## src/rtl/mqka_pkg.sv

```systemverilog
`timescale 1ns / 1ps
`default_nettype none
// Shared types, codes and helpers of the keepalive supervisor.
// No dependencies; every other file imports this package.

package mqka_pkg;

    localparam int COUNT_BITS   = 17;
    localparam int TICK_BITS    = 16;
    localparam int CFG_IDX_BITS = 4;

    typedef logic [COUNT_BITS-1:0]   count_t;
    typedef logic [TICK_BITS-1:0]    ticks_t;
    typedef logic [CFG_IDX_BITS-1:0] cfg_idx_t;

    typedef enum logic [2:0] {
        ACT_TICK      = 3'd0,
        ACT_CONNACK   = 3'd1,
        ACT_PINGRESP  = 3'd2,
        ACT_PACKET    = 3'd3,
        ACT_TRANSPORT = 3'd4,
        ACT_ACK_TMO   = 3'd5,
        ACT_CONNECT   = 3'd6
    } action_t;

    typedef enum logic [1:0] {
        DROP_NONE      = 2'd0,
        DROP_PING      = 2'd1,
        DROP_TRANSPORT = 2'd2,
        DROP_ACK_TMO   = 2'd3
    } drop_reason_t;

    typedef enum logic [1:0] {
        FLUSH_NONE  = 2'd0,
        FLUSH_ACKED = 2'd1,
        FLUSH_CLEAN = 2'd2
    } flush_kind_t;

    localparam cfg_idx_t REG_KEEPALIVE  = cfg_idx_t'(0);
    localparam cfg_idx_t REG_CLEAR_IDLE = cfg_idx_t'(1);

    localparam ticks_t KEEPALIVE_RESET  = ticks_t'(30);
    localparam ticks_t CLEAR_IDLE_RESET = ticks_t'(10);

    typedef struct packed {
        ticks_t keepalive_ticks;
        ticks_t clear_idle_ticks;
    } cfg_t;

    typedef struct packed {
        logic [2:0] action;
        logic [7:0] connack_code;
        logic       session_flag;
    } event_t;

    typedef struct packed {
        logic         send_ping;
        logic         link_dropped;
        drop_reason_t drop_reason;
        flush_kind_t  flush_kind;
        logic         session_present;
        logic         link_up;
    } result_t;

    function automatic count_t sat_inc(input count_t v);
        return (v == {COUNT_BITS{1'b1}}) ? v : v + count_t'(1);
    endfunction

endpackage

`default_nettype wire

```

## src/rtl/mqka_if.sv

```systemverilog
`timescale 1ns / 1ps
`default_nettype none
// Channel interfaces: event beats in, result beats out, register writes.
// Depends on mqka_pkg.

interface mqka_evt_if;
    import mqka_pkg::*;
    logic       valid;
    logic       ready;
    logic [2:0] action;
    logic [7:0] connack_code;
    logic       session_flag;
    modport source (output valid, action, connack_code, session_flag, input ready);
    modport sink   (input valid, action, connack_code, session_flag, output ready);
endinterface

interface mqka_res_if;
    import mqka_pkg::*;
    logic       valid;
    logic       ready;
    logic       send_ping;
    logic       link_dropped;
    logic [1:0] drop_reason;
    logic [1:0] flush_kind;
    logic       session_present;
    logic       link_up;
    modport source (output valid, send_ping, link_dropped, drop_reason, flush_kind,
                    session_present, link_up, input ready);
    modport sink   (input valid, send_ping, link_dropped, drop_reason, flush_kind,
                    session_present, link_up, output ready);
endinterface

interface mqka_cfg_if;
    import mqka_pkg::*;
    logic     valid;
    logic     ready;
    cfg_idx_t index;
    ticks_t   data;
    modport source (output valid, index, data, input ready);
    modport sink   (input valid, index, data, output ready);
endinterface

`default_nettype wire

```

## src/rtl/mqka_cfg_regs.sv

```systemverilog
`timescale 1ns / 1ps
`default_nettype none
// Configuration registers: keepalive and clear-idle tick limits.
// Depends on mqka_pkg and mqka_cfg_if.

module mqka_cfg_regs (
    input  wire logic    clk,
    input  wire logic    rst_n,
    mqka_cfg_if.sink     cfg,
    output mqka_pkg::cfg_t regs
);
    import mqka_pkg::*;

    ticks_t keepalive_reg;
    ticks_t clear_idle_reg;

    assign cfg.ready = 1'b1;

    always_ff @(posedge clk or negedge rst_n)
    begin
        if (!rst_n)
        begin
            keepalive_reg  <= KEEPALIVE_RESET;
            clear_idle_reg <= CLEAR_IDLE_RESET;
        end
        else if (cfg.valid)
        begin
            if (cfg.index == REG_KEEPALIVE)
                keepalive_reg <= cfg.data;
            if (cfg.index == REG_CLEAR_IDLE)
                clear_idle_reg <= cfg.data;
        end
    end

    assign regs.keepalive_ticks  = keepalive_reg;
    assign regs.clear_idle_ticks = clear_idle_reg;

endmodule

`default_nettype wire

```

## src/rtl/mqka_link_fsm.sv

```systemverilog
`timescale 1ns / 1ps
`default_nettype none
// Link state, idle counters and per-event decision logic.
// Depends on mqka_pkg.

module mqka_link_fsm (
    input  wire logic       clk,
    input  wire logic       rst_n,
    input  wire logic       accept,
    input  wire mqka_pkg::event_t evt,
    input  wire mqka_pkg::cfg_t   regs,
    output mqka_pkg::result_t result
);
    import mqka_pkg::*;

    logic   connected_reg,    connected_next;
    logic   ping_pending_reg, ping_pending_next;
    count_t client_idle_reg,  client_idle_next;
    count_t server_idle_reg,  server_idle_next;
    count_t ping_wait_reg,    ping_wait_next;

    logic [TICK_BITS+1:0] ka_triple;
    count_t               ping_limit;
    ticks_t               server_limit;
    count_t               ci_inc, si_inc, pw_inc;

    always_comb
    begin
        ka_triple    = {2'b00, regs.keepalive_ticks} + {1'b0, regs.keepalive_ticks, 1'b0};
        ping_limit   = count_t'(ka_triple[TICK_BITS+1:1]);
        server_limit = (regs.keepalive_ticks > regs.clear_idle_ticks)
                       ? regs.keepalive_ticks : regs.clear_idle_ticks;
        ci_inc = sat_inc(client_idle_reg);
        si_inc = sat_inc(server_idle_reg);
        pw_inc = ping_pending_reg ? sat_inc(ping_wait_reg) : ping_wait_reg;
    end

    always_comb
    begin
        connected_next    = connected_reg;
        ping_pending_next = ping_pending_reg;
        client_idle_next  = client_idle_reg;
        server_idle_next  = server_idle_reg;
        ping_wait_next    = ping_wait_reg;
        result            = '0;

        case (action_t'(evt.action))
            ACT_TICK:
            begin
                if (connected_reg)
                begin
                    client_idle_next = ci_inc;
                    server_idle_next = si_inc;
                    ping_wait_next   = pw_inc;
                    if (pw_inc > ping_limit)
                    begin
                        result.link_dropped = 1'b1;
                        result.drop_reason  = DROP_PING;
                        connected_next      = 1'b0;
                        ping_pending_next   = 1'b0;
                        client_idle_next    = '0;
                        server_idle_next    = '0;
                        ping_wait_next      = '0;
                    end
                    else if (ci_inc > count_t'(regs.keepalive_ticks))
                    begin
                        result.send_ping  = 1'b1;
                        ping_pending_next = 1'b1;
                        client_idle_next  = '0;
                    end
                    else if (si_inc > count_t'(server_limit))
                    begin
                        result.send_ping  = 1'b1;
                        ping_pending_next = 1'b1;
                        server_idle_next  = '0;
                    end
                    else if (si_inc == count_t'(regs.clear_idle_ticks))
                    begin
                        result.flush_kind = FLUSH_ACKED;
                    end
                end
            end
            ACT_CONNACK:
            begin
                server_idle_next = '0;
                if (evt.connack_code != 8'd0)
                begin
                    if (connected_reg)
                    begin
                        result.link_dropped = 1'b1;
                        connected_next      = 1'b0;
                        ping_pending_next   = 1'b0;
                        client_idle_next    = '0;
                        ping_wait_next      = '0;
                    end
                end
                else
                begin
                    connected_next         = 1'b1;
                    client_idle_next       = '0;
                    ping_wait_next         = '0;
                    result.session_present = evt.session_flag;
                    result.flush_kind      = evt.session_flag ? FLUSH_ACKED : FLUSH_CLEAN;
                end
            end
            ACT_PINGRESP:
            begin
                server_idle_next  = '0;
                ping_wait_next    = '0;
                ping_pending_next = 1'b0;
            end
            ACT_PACKET:
            begin
                server_idle_next = '0;
            end
            ACT_TRANSPORT, ACT_ACK_TMO:
            begin
                if (connected_reg)
                begin
                    result.link_dropped = 1'b1;
                    result.drop_reason  = (action_t'(evt.action) == ACT_TRANSPORT)
                                          ? DROP_TRANSPORT : DROP_ACK_TMO;
                    connected_next      = 1'b0;
                    ping_pending_next   = 1'b0;
                    client_idle_next    = '0;
                    server_idle_next    = '0;
                    ping_wait_next      = '0;
                end
            end
            ACT_CONNECT:
            begin
                if (!connected_reg)
                begin
                    client_idle_next = '0;
                    server_idle_next = '0;
                    ping_wait_next   = '0;
                end
            end
            default:
            begin
            end
        endcase

        result.link_up = connected_next;
    end

    always_ff @(posedge clk or negedge rst_n)
    begin
        if (!rst_n)
        begin
            connected_reg    <= 1'b0;
            ping_pending_reg <= 1'b0;
            client_idle_reg  <= '0;
            server_idle_reg  <= '0;
            ping_wait_reg    <= '0;
        end
        else if (accept)
        begin
            connected_reg    <= connected_next;
            ping_pending_reg <= ping_pending_next;
            client_idle_reg  <= client_idle_next;
            server_idle_reg  <= server_idle_next;
            ping_wait_reg    <= ping_wait_next;
        end
    end

endmodule

`default_nettype wire

```

## src/rtl/mqka_out_stage.sv

```systemverilog
`timescale 1ns / 1ps
`default_nettype none
// Result register: holds one result beat until the receiver takes it.
// Depends on mqka_pkg and mqka_res_if.

module mqka_out_stage (
    input  wire logic          clk,
    input  wire logic          rst_n,
    input  wire logic          load,
    input  wire mqka_pkg::result_t result,
    output logic               space,
    mqka_res_if.source         res
);
    import mqka_pkg::*;

    logic    valid_reg;
    result_t result_reg;

    assign space = !valid_reg || res.ready;

    always_ff @(posedge clk or negedge rst_n)
    begin
        if (!rst_n)
            valid_reg <= 1'b0;
        else if (space)
            valid_reg <= load;
    end

    always_ff @(posedge clk)
    begin
        if (load)
            result_reg <= result;
    end

    assign res.valid           = valid_reg;
    assign res.send_ping       = result_reg.send_ping;
    assign res.link_dropped    = result_reg.link_dropped;
    assign res.drop_reason     = result_reg.drop_reason;
    assign res.flush_kind      = result_reg.flush_kind;
    assign res.session_present = result_reg.session_present;
    assign res.link_up         = result_reg.link_up;

endmodule

`default_nettype wire

```

## src/rtl/mqtt_keepalive_supervisor_core.sv

```systemverilog
`timescale 1ns / 1ps
`default_nettype none
// MQTT link keepalive supervisor, top level.
// Depends on mqka_pkg, the mqka interfaces, mqka_cfg_regs, mqka_link_fsm, mqka_out_stage.
//
// Channels: evt carries one link event per beat (tick, CONNACK, PINGRESP,
// other packet, transport lost, ack timeout, connect request); res returns
// exactly one result beat per event; cfg writes the keepalive (index 0) and
// clear-idle (index 1) tick limits, always ready; the user must write them only
// while no event is in flight, as the block itself does not enforce this.
// Result: registered, so its beat appears in the cycle after the event beat is accepted.
// Throughput: one event per cycle unless stalled; the decision is a single pass of compares
// on the state registers, and the result register frees itself in the cycle
// the receiver takes its beat.
// Stall: while a result waits unread, evt.ready falls, link state holds.
// Reset: link down, ping flag clear, counters zero, limits 30 and 10 ticks,
// result channel empty.

module mqtt_keepalive_supervisor_core (
    input  wire logic clk,
    input  wire logic rst_n,
    mqka_evt_if.sink  evt,
    mqka_res_if.source res,
    mqka_cfg_if.sink  cfg
);
    import mqka_pkg::*;

    cfg_t    regs;
    event_t  evt_beat;
    result_t result;
    logic    space;
    logic    accept;

    assign evt.ready = space;
    assign accept    = evt.valid && space;

    assign evt_beat.action       = evt.action;
    assign evt_beat.connack_code = evt.connack_code;
    assign evt_beat.session_flag = evt.session_flag;

    mqka_cfg_regs u_cfg_regs (
        .clk   (clk),
        .rst_n (rst_n),
        .cfg   (cfg),
        .regs  (regs)
    );

    mqka_link_fsm u_link_fsm (
        .clk    (clk),
        .rst_n  (rst_n),
        .accept (accept),
        .evt    (evt_beat),
        .regs   (regs),
        .result (result)
    );

    mqka_out_stage u_out_stage (
        .clk    (clk),
        .rst_n  (rst_n),
        .load   (accept),
        .result (result),
        .space  (space),
        .res    (res)
    );

    a_accept_gives_result: assert property (@(posedge clk) disable iff (!rst_n)
        accept |=> res.valid)
        else $error("accepted event produced no result beat");

    a_drop_leaves_down: assert property (@(posedge clk) disable iff (!rst_n)
        (res.valid && res.link_dropped) |-> !res.link_up)
        else $error("link reported dropped but still up");

    a_ping_only_up: assert property (@(posedge clk) disable iff (!rst_n)
        (res.valid && res.send_ping) |-> (res.link_up && !res.link_dropped))
        else $error("ping requested on a link that is down");

    a_clean_no_session: assert property (@(posedge clk) disable iff (!rst_n)
        (res.valid && res.flush_kind == FLUSH_CLEAN) |-> !res.session_present)
        else $error("clean start flagged with session present");

endmodule

`default_nettype wire
```

## src/flat_wrapper.sv

```systemverilog
// flat-port wrapper written by rule: the top's interface ports become plain ports
module mqtt_keepalive_supervisor_core_flat import mqka_pkg::*;
  (clk, rst_n, evt_valid, evt_action, evt_connack_code, evt_session_flag, evt_ready, res_valid, res_send_ping, res_link_dropped, res_drop_reason, res_flush_kind, res_session_present, res_link_up, res_ready, cfg_valid, cfg_index, cfg_data, cfg_ready);
  mqka_evt_if evt_i ();
  mqka_res_if res_i ();
  mqka_cfg_if cfg_i ();
  input  wire logic clk;
  input  wire logic rst_n;
  input wire logic [$bits(evt_i.valid)-1:0] evt_valid;
  input wire logic [$bits(evt_i.action)-1:0] evt_action;
  input wire logic [$bits(evt_i.connack_code)-1:0] evt_connack_code;
  input wire logic [$bits(evt_i.session_flag)-1:0] evt_session_flag;
  output wire logic [$bits(evt_i.ready)-1:0] evt_ready;
  output wire logic [$bits(res_i.valid)-1:0] res_valid;
  output wire logic [$bits(res_i.send_ping)-1:0] res_send_ping;
  output wire logic [$bits(res_i.link_dropped)-1:0] res_link_dropped;
  output wire logic [$bits(res_i.drop_reason)-1:0] res_drop_reason;
  output wire logic [$bits(res_i.flush_kind)-1:0] res_flush_kind;
  output wire logic [$bits(res_i.session_present)-1:0] res_session_present;
  output wire logic [$bits(res_i.link_up)-1:0] res_link_up;
  input wire logic [$bits(res_i.ready)-1:0] res_ready;
  input wire logic [$bits(cfg_i.valid)-1:0] cfg_valid;
  input wire logic [$bits(cfg_i.index)-1:0] cfg_index;
  input wire logic [$bits(cfg_i.data)-1:0] cfg_data;
  output wire logic [$bits(cfg_i.ready)-1:0] cfg_ready;
  assign evt_i.valid = evt_valid;
  assign evt_i.action = evt_action;
  assign evt_i.connack_code = evt_connack_code;
  assign evt_i.session_flag = evt_session_flag;
  assign evt_ready = evt_i.ready;
  assign res_valid = res_i.valid;
  assign res_send_ping = res_i.send_ping;
  assign res_link_dropped = res_i.link_dropped;
  assign res_drop_reason = res_i.drop_reason;
  assign res_flush_kind = res_i.flush_kind;
  assign res_session_present = res_i.session_present;
  assign res_link_up = res_i.link_up;
  assign res_i.ready = res_ready;
  assign cfg_i.valid = cfg_valid;
  assign cfg_i.index = cfg_index;
  assign cfg_i.data = cfg_data;
  assign cfg_ready = cfg_i.ready;
  mqtt_keepalive_supervisor_core u_core (.clk(clk), .rst_n(rst_n), .evt(evt_i), .res(res_i), .cfg(cfg_i));
endmodule
```

## config.mk

```make
export PLATFORM = sky130hd
export DESIGN_NAME = mqtt_keepalive_supervisor_core_flat
export DESIGN_NICKNAME = d
export VERILOG_FILES = /design/src/rtl/mqka_pkg.sv /design/src/rtl/mqka_if.sv /design/src/rtl/mqka_cfg_regs.sv /design/src/rtl/mqka_link_fsm.sv /design/src/rtl/mqka_out_stage.sv /design/src/rtl/mqtt_keepalive_supervisor_core.sv /design/src/flat_wrapper.sv
export SDC_FILE = /design/constraint.sdc
export NUM_CORES = 1
export LEC_CHECK = 0
export ABC_AREA = 1
export BUFFER_PORTS_ARGS = -buffer_cell sky130_fd_sc_hd__clkbuf_2
export CORE_MARGIN = 3
export CORE_UTILIZATION = 50
export CTS_BUF_LIST = sky130_fd_sc_hd__clkbuf_2 sky130_fd_sc_hd__clkbuf_4 sky130_fd_sc_hd__clkbuf_8
export CTS_CLUSTER_SIZE = 25
export DETAILED_ROUTE_END_ITERATION = 16
export HOLD_SLACK_MARGIN = 0.12
export PLACE_DENSITY = 0.75
export SETUP_SLACK_MARGIN = 0.2
export SYNTH_ARGS = -nofsm -noshare
export SYNTH_HDL_FRONTEND = slang
export SYNTH_SLANG_ARGS = --single-unit
```

## constraint.sdc

```tcl
create_clock -name clk -period 5.24 [get_ports clk]
set_input_delay 0.524 -clock clk [delete_from_list [all_inputs] [get_ports clk]]
set_output_delay 0.524 -clock clk [all_outputs]
set_load 0.02 [all_outputs]
```

# == After elaboration in Yosys (flattened, before gate mapping) ==
# Cells that the tools add are included.
# totals
mem_bits_rw,0
out_inout_bits,11
word_cells,112
input_bits,37
reg_bits,94
romBits,0
latch_bits,0
n_memories,0
# op_classes
div_mod_pow,0
reduce_logical,20
order_cmp,4
add_sub_neg,4
n_shift,0
mul,0
mux,51
bitwise,3
eq_ne,16
# op_table
cell,n
$mux W17,19
$pmux W17 S4,2
$pmux W17 S5,1
$add A17 B1 Y17 const B,3
$eq A17 B17 Y1 const B,3
$gt A17 B16 Y1,2
$add A16 B17 Y18,1
$eq A17 B16 Y1,1
$gt A17 B17 Y1,1
$gt A16 B16 Y1,1
$mux W16,1
$mux W1,15
$reduce_bool A4 Y1,3
$reduce_and A5 Y1,2
$eq A3 B3 Y1 const B,3
$mux W3,3
$mux W2,4
$ne A2 B2 Y1 const B,4
$pmux W2 S2,2
$reduce_and A4 Y1,2
$reduce_bool A8 Y1,1
$eq A3 B2 Y1 const B,2
$pmux W1 S3,2
$reduce_or A3 Y1,2
14 further kinds,18

# == Longest topological paths before layout ==
# depth
depth_word,9
depth_mapped,25
depth_no_buf,25

# == Cells and area by module ==
# A second synthesis with hierarchy kept.
# hier_totals
hier_cells,1146
area_unflattened_um2,8244.2
# modules_own_cells
mod,area_each_um2,cells_each,instances,seq_area_each_um2
mqka_link_fsm,6538.8,981,1,1326.3
mqka_cfg_regs,1412.6,150,1,808.3
mqka_out_stage,285.3,13,1,265.3
mqtt_keepalive_supervisor_core,7.5,2,1,0.0

# == Least setup slack after synthesis ==
# Ideal clock, no wire load.
# synth_path
path_kind,register to register
startpoint,reg u_core.u_cfg_regs.keepalive_reg[0]
endpoint,"reg u_core.u_out_stage.result_reg (netlist bit u_core.u_out_stage.res.link_dropped), data pin"
synth_period_minus_slack_ns,3.840
path_buffers,1
path_slack_ns,1.400
required_ns,4.978
arrival_ns,3.578
stages_incl_launch_ff,20
setup_time_ns,0.262
cell_sequence,dfrtp_1 -> ha_1 -> fa_1 -> nand3_1 -> nand3_1 -> a21oi_1 -> o21ai_0 -> a21boi_0 -> o21ai_0 -> xor2_1 -> ha_1 -> nand2_1 -> nor2_1 -> and3_1 -> nand3_1 -> nand2_1 -> clkinv_1 -> buf_2 -> nand2_1 -> o21ai_0
# synth_lines
element,line,text
"start, declared",mqka_cfg_regs.sv:14,ticks_t keepalive_reg;
"start signal, assigned",mqka_cfg_regs.sv:29,keepalive_reg <= cfg.data;
"end signal, assigned",mqka_out_stage.sv:32,result_reg <= result;
"end, declared",mqka_out_stage.sv:17,result_t result_reg;

# == Worst setup path in the final report ==
# layout_path
startpoint,reg u_core.u_cfg_regs.keepalive_reg[0]
endpoint,reg u_core.u_link_fsm.ping_wait_reg[16]
# layout_between
elab_chain_cells,5
# layout_lines
element,line,text
$add A16 B17 Y18,mqka_link_fsm.sv:29,"ka_triple = {2'b00, regs.keepalive_ticks} + {1'b0, regs.keepalive_ticks, 1'b0};"
$gt A17 B17 Y1,mqka_link_fsm.sv:55,if (pw_inc > ping_limit)
$mux W17,mqka_link_fsm.sv:55,
$mux W17,mqka_link_fsm.sv:50,if (connected_reg)
$pmux W17 S5,mqka_link_fsm.sv:47,case (action_t'(evt.action))
"end signal, assigned",mqka_link_fsm.sv:163,ping_wait_reg <= ping_wait_next;
"end, declared",mqka_link_fsm.sv:20,"count_t ping_wait_reg, ping_wait_next;"
# No other way between the ends. The select of a mux whose other input is x is not followed.
# A chain may end at the register's enable or synchronous reset.

==> summary.txt <==
CTS
  – Num Clock Sinks: 94
  – Post-CTS resize count: 0
  – Post-CTS setup buffers: 0
  – CTS Buffer Depth: 2
  – CTS H-tree lvls: 3
  – CTS Buf Count: 9
  – CTS tree: done
  – Clk pin slew, worst setup/hold paths: 110 ps
  – Root Driver: clkbuf_8
  – Worst-skew pair later-pin latency: 400 ps
  – Post-CTS Hold Buffers: 1

Power
  – Leak: 4.45 nW
  – Maximum vdd ir drop: 0.168 mV
  – Power Dens Cells: 367 nW/µm²
  – Total power: 3.16 mW

Yosys
  – Synth Instances: 1,144
  – Yosys top cell area share: 25.0%
  – Synth Area in Compound Gates: 13.2%
  – Adder and majority cell fraction of the synthesized area: 13.5%
  – Top post-synthesis cells by area: dfrtp_1 (25%), ha_1 (13%), nand2_1 (13%)
  – Synth Area per Inst: 7.00 µm²
  – EDFF count, synth: 8
  – Mux share of post-synthesis cell area: 0%
  – Largest family of logic cells by synthesized area: simple AND/OR/NAND/NOR gates
  – Cell variety after synth: 45
  – Cell taking the most area after synthesis: dfrtp_1
  – Synth Cell Area: 8010 µm²
  – Async SR Flop Fraction: 91.5%
  – Ys flop type: dfrtp_1
  – Xor/xnor cell area share of the yosys netlist: 4.92%
  – Simple-gate share of the synthesized area: 28.3%
  – Register bit total from synthesis: 94
  – Mapped Nets: 1,267
  – Yosys warning count: 0
  – Post-synthesis sequential area ratio: 30.0%

STA
  – Worst Max-Slew Pin Slew: 1070 ps
  – Setup TNS: 0 ps
  – Tmin final: 4450 ps
  – Final setup violation count: 0
  – Hold Vio Cnt, Final: 0
  – Fmax: 225 MHz
  – Clk_skew: 9.79 ps
  – Tcrit/Tclk final: 84.9%
  – Hold_ws: 328 ps
  – Relative slew slack: 28.6%
  – RSZ-0062 raised after global routing: false
  – Slew Viols, Final: 0

Global routing
  – Global-route wire length before repair: 33,300 µm
  – Vias in the first global route: 6,920
  – Met1 usage: 32.8%
  – Largest net degree at the start of global routing: 67
  – GRT met2 Usage: 36.2%
  – Initial antenna violation count: 0
  – GRT met3 Usage: 2.51%
  – Total track usage: 22.8%
  – Total grt overflow: 0
  – Grt peak-use layer: met2

Place
  – Cell Area, Placed: 8410 µm²
  – Gpl congestion: 0.921
  – PortBufs: 46
  – HPWL after detailed placement: 15,300 µm

Worst setup path
  – Crit. End Element: register
  – Crit path kind: reg2reg
  – Startpoint Class: register
  – CP arrival: 4750 ps
  – WP data required: 5540 ps
  – CP max FO: 16

Cells and area
  – Design Area, Final: 8600 µm²
  – Area Overhead vs Synth: 7.39%
  – Most common cell after layout, fill and taps aside: nand2_1
  – Final Core Density: 55.8%
  – Most frequent cells in the layout: nand2_1 (283), inv_1 (171), o21ai_0 (92)
  – ANT cells: 0
  – Share of cells above drive strength 1: 8.70%
  – Final nets: 1,302

Job
  – Max-cap violations: 0

Floorplan
  – Row Count: 45
  – Die area: 17,600 µm²
  – I/O Pins: 48
  – Die Width: 133 µm
  – Core Region: 15,400 µm²
  – Die H: 133 µm
  – Initial core utilization: 51.9%

Worst hold path
  – Worst min path class: in2reg

Status
  – Status: finished clean

Route
  – Initial drt markers: 467
  – Routed length per instance: 14.2 µm
  – Residual DRC: 0
  – Via-per-instance ratio: 5.39
  – Post-route ant nets: 0
  – Via count: 7,517
  – Final wirelength: 19,700 µm
  – DR pass1 iterations: 6
==> cells in the mapped netlist, types with 14 or more instances <==
master      n
o22ai_1    14
nor2_1     72
clkbuf_1   14
o21ai_0    92
ha_1       85
nand2_1   283
nand3_1    82
inv_1     171
dfrtp_1    80
nor3_1     24
xor2_1     37
a21oi_1    59
nand4_1    23
==> routing by layer <==
layer  share of wire [%]  up-vias
met5                   0        -
met4                 1.8        0
met3                 5.6       25
met2                  44      220
met1                  48     3436
li1                    -     3836
==> power breakdown <==
part / internal [mW] / total, mW / switching (mW)
sequential: 0.857 / 1.01 / 0.157
clock: 0.184 / 0.496 / 0.312
combinational: 0.610 / 1.65 / 1.04
total: 1.65 / 3.16 / 1.51
==> cell families (layout without fill, tap and decap cells) <==
family	Yosys count	in the layout
AND/OR/NAND/NOR	520	520
flip-flops	94	94
AO/OA/AOI/OAI	194	194
adder cells (fa/ha/maj)	86	86
XOR/XNOR	45	45
buffers and inverters	204	244
other	1	1
==> worst max-delay path, cell delays in order, from the launching register on <==
cell	delay (ps)
dfrtp_1	430
ha_1	250
fa_1	460
nand3_1	100
nand3_1	120
a21oi_1	210
o21ai_0	150
a21boi_0	290
o21ai_0	190
xor2_1	170
ha_1	310
nand2_1	60
nor2_1	160
and3_1	180
nand3_1	70
nand2_1	290
nand3_1	560
o21ai_0	360
==> area by class of cell <==
type	instances	area (µm²)
timing repair buffer	52	280
fill	1529	6820
clock inverter	7	62.6
inverter	176	661
sequential	94	2400
tap	211	264
clock buffer	9	124
multi-input combinational	846	4810
==> stage by stage <==
stage	setup WS (ps)	instances
after floorplan	1400	1144
after global placement	983	1378
after detailed placement	819	1378
after CTS	812	1395
after global routing	274	1395
final	792	1395
==> worst paths after layout <==
kind                                                     start  slack, ps                                    to  depth (start not counted)
hold reg to reg            u_core.u_cfg_regs.clear_idle_reg[8]        500   u_core.u_cfg_regs.clear_idle_reg[8]                          2
min in group asynchronous                                rst_n        530          u_core.u_out_stage.res.valid                          2
max in group asynchronous                                rst_n       3530  u_core.u_link_fsm.server_idle_reg[6]                          3
setup / recovery            u_core.u_cfg_regs.keepalive_reg[0]        790   u_core.u_link_fsm.ping_wait_reg[16]                         17
hold / removal                                       evt_valid        330          u_core.u_out_stage.res.valid                          3
setup reg to reg            u_core.u_cfg_regs.keepalive_reg[0]        790   u_core.u_link_fsm.ping_wait_reg[16]                         17
Note: power is estimated with default switching activity, not from simulation.
